`src/hw/rtl/pqad_pkg.sv`:
```
package pqad_pkg;

    localparam int CENTROIDS = 256;
    localparam int CODE_W    = 8;

    typedef enum logic [1:0] {
        OP_CODEBOOK = 2'd0,
        OP_BOUNDARY = 2'd1,
        OP_QUERY    = 2'd2,
        OP_CODE     = 2'd3
    } op_t;

    typedef enum logic [0:0] {
        CFG_METRIC = 1'd0,
        CFG_CHUNKS = 1'd1
    } cfg_idx_t;

    typedef struct packed {
        op_t         op;
        logic        wr_ok;
        logic [7:0]  centroid_index;
        logic [6:0]  dim_index;
        logic [6:0]  boundary_index;
        logic [7:0]  boundary_dim;
        logic [31:0] word_value;
        logic [7:0]  code_byte;
    } item_t;

    typedef struct packed {
        logic [1:0] out_cnt;
        logic       out_push;
        logic       out_pop;
    } back_sts_t;

    localparam logic [31:0] FP_DEFAULT_NAN = 32'hFFC0_0000;
    localparam logic [31:0] FP_QUIET_BIT   = 32'h0040_0000;

    function automatic logic [31:0] fp_round_pack(input logic s, input int e,
                                                  input logic [49:0] sig);
        int          sh;
        int          ee;
        logic [73:0] w;
        logic [73:0] x;
        logic        lost;
        logic [23:0] m;
        logic        g;
        logic        st;
        logic        inc;
        logic [32:0] v;
        sh = (e < 1) ? 1 - e : 0;
        if (sh > 60)
            sh = 60;
        w    = {sig, 24'b0};
        x    = w >> sh;
        lost = ((x << sh) != w);
        m    = x[73:50];
        g    = x[49];
        st   = (|x[48:0]) | lost;
        inc  = g & (st | m[0]);
        ee   = (e < 1) ? 1 : e;
        v    = (33'(ee - 1) << 23) + 33'(m) + 33'(inc);
        if (v >= (33'(255) << 23))
            return {s, 8'hFF, 23'b0};
        return {s, v[30:0]};
    endfunction

    function automatic logic [31:0] fp_mul(input logic [31:0] a, input logic [31:0] b);
        logic        s;
        logic        an, bn, ai, bi, az, bz;
        logic [23:0] ma, mb;
        int          xa, xb, k;
        logic [47:0] p;
        logic [49:0] sig;
        s  = a[31] ^ b[31];
        an = (a[30:23] == 8'hFF) && (a[22:0] != 23'b0);
        bn = (b[30:23] == 8'hFF) && (b[22:0] != 23'b0);
        ai = (a[30:23] == 8'hFF) && (a[22:0] == 23'b0);
        bi = (b[30:23] == 8'hFF) && (b[22:0] == 23'b0);
        az = (a[30:0] == 31'b0);
        bz = (b[30:0] == 31'b0);
        if (an)
            return a | FP_QUIET_BIT;
        if (bn)
            return b | FP_QUIET_BIT;
        if ((ai && bz) || (bi && az))
            return FP_DEFAULT_NAN;
        if (ai || bi)
            return {s, 8'hFF, 23'b0};
        if (az || bz)
            return {s, 31'b0};
        ma = {(a[30:23] != 8'b0), a[22:0]};
        mb = {(b[30:23] != 8'b0), b[22:0]};
        xa = (a[30:23] == 8'b0) ? 1 : int'(a[30:23]);
        xb = (b[30:23] == 8'b0) ? 1 : int'(b[30:23]);
        p  = ma * mb;
        k  = 0;
        for (int i = 0; i < 48; i++)
            if (p[i])
                k = i;
        sig = {p, 2'b0} << (47 - k);
        return fp_round_pack(s, k + xa + xb - 173, sig);
    endfunction

    function automatic logic [31:0] fp_addsub(input logic [31:0] a, input logic [31:0] b,
                                              input logic sub);
        logic [31:0] bv;
        logic [31:0] x;
        logic [31:0] y;
        logic        an, bn, ai, bi, az, bz;
        logic [49:0] xs, yf, ys, r;
        int          xe, ye, d, k;
        logic        lost;
        bv = b ^ {sub, 31'b0};
        an = (a[30:23] == 8'hFF) && (a[22:0] != 23'b0);
        bn = (b[30:23] == 8'hFF) && (b[22:0] != 23'b0);
        ai = (a[30:23] == 8'hFF) && (a[22:0] == 23'b0);
        bi = (b[30:23] == 8'hFF) && (b[22:0] == 23'b0);
        az = (a[30:0] == 31'b0);
        bz = (b[30:0] == 31'b0);
        if (an)
            return a | FP_QUIET_BIT;
        if (bn)
            return b | FP_QUIET_BIT;
        if (ai && bi)
            return (a[31] != bv[31]) ? FP_DEFAULT_NAN : a;
        if (ai)
            return a;
        if (bi)
            return bv;
        if (az && bz)
            return {a[31] & bv[31], 31'b0};
        if (az)
            return bv;
        if (bz)
            return a;
        if (a[30:0] >= bv[30:0])
        begin
            x = a;
            y = bv;
        end
        else
        begin
            x = bv;
            y = a;
        end
        xe   = (x[30:23] == 8'b0) ? 1 : int'(x[30:23]);
        ye   = (y[30:23] == 8'b0) ? 1 : int'(y[30:23]);
        d    = xe - ye;
        xs   = {1'b0, (x[30:23] != 8'b0), x[22:0], 25'b0};
        yf   = {1'b0, (y[30:23] != 8'b0), y[22:0], 25'b0};
        ys   = yf >> d;
        lost = ((ys << d) != yf);
        ys[0] = ys[0] | lost;
        r = (x[31] != y[31]) ? xs - ys : xs + ys;
        if (r == 50'b0)
            return 32'b0;
        k = 0;
        for (int i = 0; i < 50; i++)
            if (r[i])
                k = i;
        return fp_round_pack(x[31], xe + k - 48, r << (49 - k));
    endfunction

endpackage

```
`src/hw/rtl/pqad_front.sv`:
```
module pqad_front #(
    parameter int MAX_DIMS   = 128,
    parameter int MAX_CHUNKS = 64
) (
    input  logic                clk,
    input  logic                rst_n,
    input  logic                push,
    output logic                full,
    input  logic [1:0]          operation,
    input  logic [7:0]          centroid_index,
    input  logic [6:0]          dim_index,
    input  logic [6:0]          boundary_index,
    input  logic [7:0]          boundary_dim,
    input  logic [31:0]         word_value,
    input  logic [7:0]          code_byte,
    output logic                item_vld,
    output pqad_pkg::item_t     item,
    input  logic                item_take
);

    pqad_pkg::item_t mem_reg [2];
    logic            wr_ptr_reg;
    logic            rd_ptr_reg;
    logic [1:0]      cnt_reg;
    logic [1:0]      cnt_next;
    pqad_pkg::item_t cls;
    logic            do_push;
    logic            do_pop;

    always_comb
    begin
        cls.op             = pqad_pkg::op_t'(operation);
        cls.centroid_index = centroid_index;
        cls.dim_index      = dim_index;
        cls.boundary_index = boundary_index;
        cls.boundary_dim   = boundary_dim;
        cls.word_value     = word_value;
        cls.code_byte      = code_byte;
        case (cls.op)
            pqad_pkg::OP_CODEBOOK: cls.wr_ok = 32'(dim_index) < MAX_DIMS;
            pqad_pkg::OP_QUERY:    cls.wr_ok = 32'(dim_index) < MAX_DIMS;
            pqad_pkg::OP_BOUNDARY: cls.wr_ok = 32'(boundary_index) <= MAX_CHUNKS;
            default:               cls.wr_ok = 1'b1;
        endcase
    end

    assign full     = (cnt_reg == 2'd2);
    assign do_push  = push && !full;
    assign item_vld = (cnt_reg != 2'd0);
    assign do_pop   = item_take && item_vld;
    assign item     = mem_reg[rd_ptr_reg];

    always_comb
    begin
        cnt_next = cnt_reg;
        if (do_push && !do_pop)
            cnt_next = cnt_reg + 2'd1;
        else if (!do_push && do_pop)
            cnt_next = cnt_reg - 2'd1;
    end

    always_ff @(posedge clk)
    begin
        if (do_push)
            mem_reg[wr_ptr_reg] <= cls;
    end

    always_ff @(posedge clk or negedge rst_n)
    begin
        if (!rst_n)
        begin
            wr_ptr_reg <= 1'b0;
            rd_ptr_reg <= 1'b0;
            cnt_reg    <= 2'd0;
        end
        else
        begin
            if (do_push)
                wr_ptr_reg <= !wr_ptr_reg;
            if (do_pop)
                rd_ptr_reg <= !rd_ptr_reg;
            cnt_reg <= cnt_next;
        end
    end

endmodule

```
`config.mk`:
```
export PLATFORM = sky130hd
export DESIGN_NAME = pqad_front
export DESIGN_NICKNAME = d
export VERILOG_FILES = /design/src/hw/rtl/pqad_pkg.sv /design/src/hw/rtl/pqad_front.sv
export SDC_FILE = /design/constraint.sdc
export NUM_CORES = 1
export LEC_CHECK = 0
export BUFFER_PORTS_ARGS = -buffer_cell sky130_fd_sc_hd__buf_2
export CAP_MARGIN = 40
export CORE_ASPECT_RATIO = 0.9
export CORE_MARGIN = 5
export CORE_UTILIZATION = 56
export CTS_CLUSTER_SIZE = 25
export DETAILED_ROUTE_END_ITERATION = 8
export PLACE_DENSITY = 0.84
export SKIP_CTS_REPAIR_TIMING = 1
export SLEW_MARGIN = 25
export SYNTH_ARGS = -nofsm -noshare
export SYNTH_HDL_FRONTEND = slang
export SYNTH_SLANG_ARGS = --single-unit
```
`constraint.sdc`:
```
create_clock -name clk -period 11.1 [get_ports clk]
set_input_delay 1.665 -clock clk [delete_from_list [all_inputs] [get_ports clk]]
set_output_delay 1.665 -clock clk [all_outputs]
set_load 0.01 [all_outputs]
```
==> results.yml <==
status:
  status: "finished, final reports clean"
critical_path:
  end_kind: "output port"
  path_buf_inv: 2
  worstPathRequired_ns: 9.44
  r2r_end: "mem_reg[0][26]"
  r2r_cells: 4
  r2r_setup_slack_ns: 8.76
  crit_type: "reg2out"
  cp_top_family: "buffers and inverters"
  critPathMaxStageDelay_ns: 0.78
  worst-path-stages: 3
  worstPathArrival_ns: 2.49
  slowest_stage: "dfrtp_4"
  timing.rr.start: "cnt_reg[1]"
  critPathMaxFanout: 42
  crit_path_start_kind: "flop"
  crit_chain: "buf_4, mux2_2, buf_2"
flow_run:
  max_cap_violations: 0
cts:
  clock-sinks: 150
  clk_latency_ns: 0.40
  cts-htree-levels: 4
  cts_buffer_depth: 2
  cts_root_buffer: "clkbuf_16"
  clk_pin_slew_ns: 0.06
  tritoncts: "built"
  numCtsBuffers: 17
sta:
  final_hold_viol_count: 0
  fmax_mhz: 241
  finalSetupViolCount: 0
  min_period_ns: 4.15
  fin_crit_sh_pct: 37.4
  rsz0062_at_grt: "false"
  final_max_slew_viol_count: 0
  fin_tns_setup_ns: 0
  slew-limit-headroom_pct: 48.4
  tightest_slew_ns: 0.773
  clock_skew_ns: 0.00966
layout:
  final_nets: 491
  fillers: 640
  num_antenna_cells: 0
  seqCellArea_um2: 4490
  largest_reg_flops: 146
  synthToLayoutAreaGrowth_pct: 25.3
  fin_util_pct: 71.1
  multi_input_area_um2: 1170
  drive_gt1_share_pct: 61.1
drt:
  num_vias: 2793
  dr.first_iter.drc_count: 128
  dr.pass1.iters: 4
  via_per_inst: 5.02
  ant_nets: 0
  post-route-drc-count: 0
  wl_per_cell_um: 17.2
  finalWirelength_um: 9580
power:
  vdd_ir_drop_max_uv: 180
  power.static_leakage_uw: 0.00288
  power_density_nw_per_um2: 271
synth:
  ys_ff_latch: 150
  synth_area_leaders: "edfxtp_1, mux2_4, mux2_2"
  yosys.area.top_type: "edfxtp_1"
  netlist_area_um2: 5740
  syn_inst: 250
  synth.top_cells.by_count: "edfxtp_1, mux2_4, mux2_2"
  synth.yosys.seq_area_share_pct: 78.2
  async_flop_share_pct: 2.67
  synth.most_common_cell: "edfxtp_1"
  yosysUniqueCellTypes: 17
  yosysTopAreaCellShare_pct: 76.4
  synth_nets: 327
  synth-main-ff-cell: "edfxtp_1"
  yosysWarningCount: 0
  synth_area_per_cell_um2: 23.0
  synth_edf_count: 146
placed_design:
  portBuffers: 150
  place_congestion: 0.735
grt:
  grt_pass1_wl_um: 14700
  grt_max_degree: 48
  track_usage_pct: 16.0
  grt_antenna_before_repair: 0
  grt_pass1_vias: 3015
  gr-total-overflow: 0
die:
  die_y_um: 106
  coreArea_um2: 10100
  ios: 151
  die_area_um2: 12400
  die_x_um: 117
  start_util_pct: 56.7
  placementRows: 35
min_path:
  worstHoldPathCells: 1
  min-delay-start: "cnt_reg[1]"
  hold_end: "cnt_reg[1]"
  min_path_type: "reg2reg"
[metal layers]
metal	up-vias	share of wire (%)	global-route usage, %
met5	-	0	0
met4	0	0.71	4.75
met3	6	8.2	5.18
met2	106	51	26.6
met1	1358	40	20.0
li1	1323	-	-
[worst max path at each step]
stage | startpoint | end | slack [ns]
2_1_floorplan | push | mem_reg[0][0] | 5.79
3_3_place_gp | rd_ptr_reg | item[57] | 7.39
3_5_place_dp | rd_ptr_reg | item[63] | 7.35
4_1_cts | rd_ptr_reg | item[63] | 6.90
5_1_grt | rd_ptr_reg | item[57] | 6.82
6_report | rd_ptr_reg | item[63] | 6.95
[layout make-up]
cell class	count	share of cell area [%]
multi-input cells	90	16.3
flip-flops and latches	150	62.4
repair buffers	153	10.9
clock buffers	18	5.97
inverters	2	0.104
well taps	129	2.25
clock inverters	14	1.97
[per-stage QoR]
step	setup slack, ns	power, uW	std cells	hold slack (ns)	area, um^2
after detailed placement	7.35	1430	524	0.470	6620
after floorplan	5.79	1260	250	0.447	5740
after CTS	6.90	1980	556	0.479	7190
final	6.95	1950	556	0.475	7190
after global placement	7.39	1410	523	0.463	6600
after global routing	6.82	2050	556	0.522	7190
[worst register-to-register path: stages, from the launching register on]
cell     delay (ns)
dfrtp_1        0.39
or2b_2         0.19
nand2_1        0.12
nor2_4         0.61
buf_4          0.64
[report_power, final]
| part | switching [uW] | internal (uW) |
|---|---|---|
| Combinational | 272 | 300 |
| Clock | 226 | 315 |
| Sequential | 61.9 | 776 |
| Total | 560 | 1390 |
[cell usage in the layout (no fill, tap or decap), drive strengths merged]
cell type and n:
a211o 1, and3 1, buf 153, bufinv 1, clkbuf 18, clkinv 3
clkinvlp 4, dfrtp 4, edfxtp 146, ha 1, inv 8, mux2 73
nand2 3, nor2 3, nor4 1, or2 1, or2b 1, xnor2 3
xor2 2
[cell families (layout without fill, tap and decap cells)]
group / Yosys count / count (layout) / synth area share, %
flops: 150 / 150 / 78.2
mux: 73 / 73 / 18.3
simple gates: 10 / 10 / 0.872
buf+inv: 10 / 187 / 1.59
xor+xnor: 5 / 5 / 0.763
fa+ha+maj: 1 / 1 / 0.218
compound gates: 1 / 1 / 0.153
Note: power is estimated with default switching activity, not from simulation.
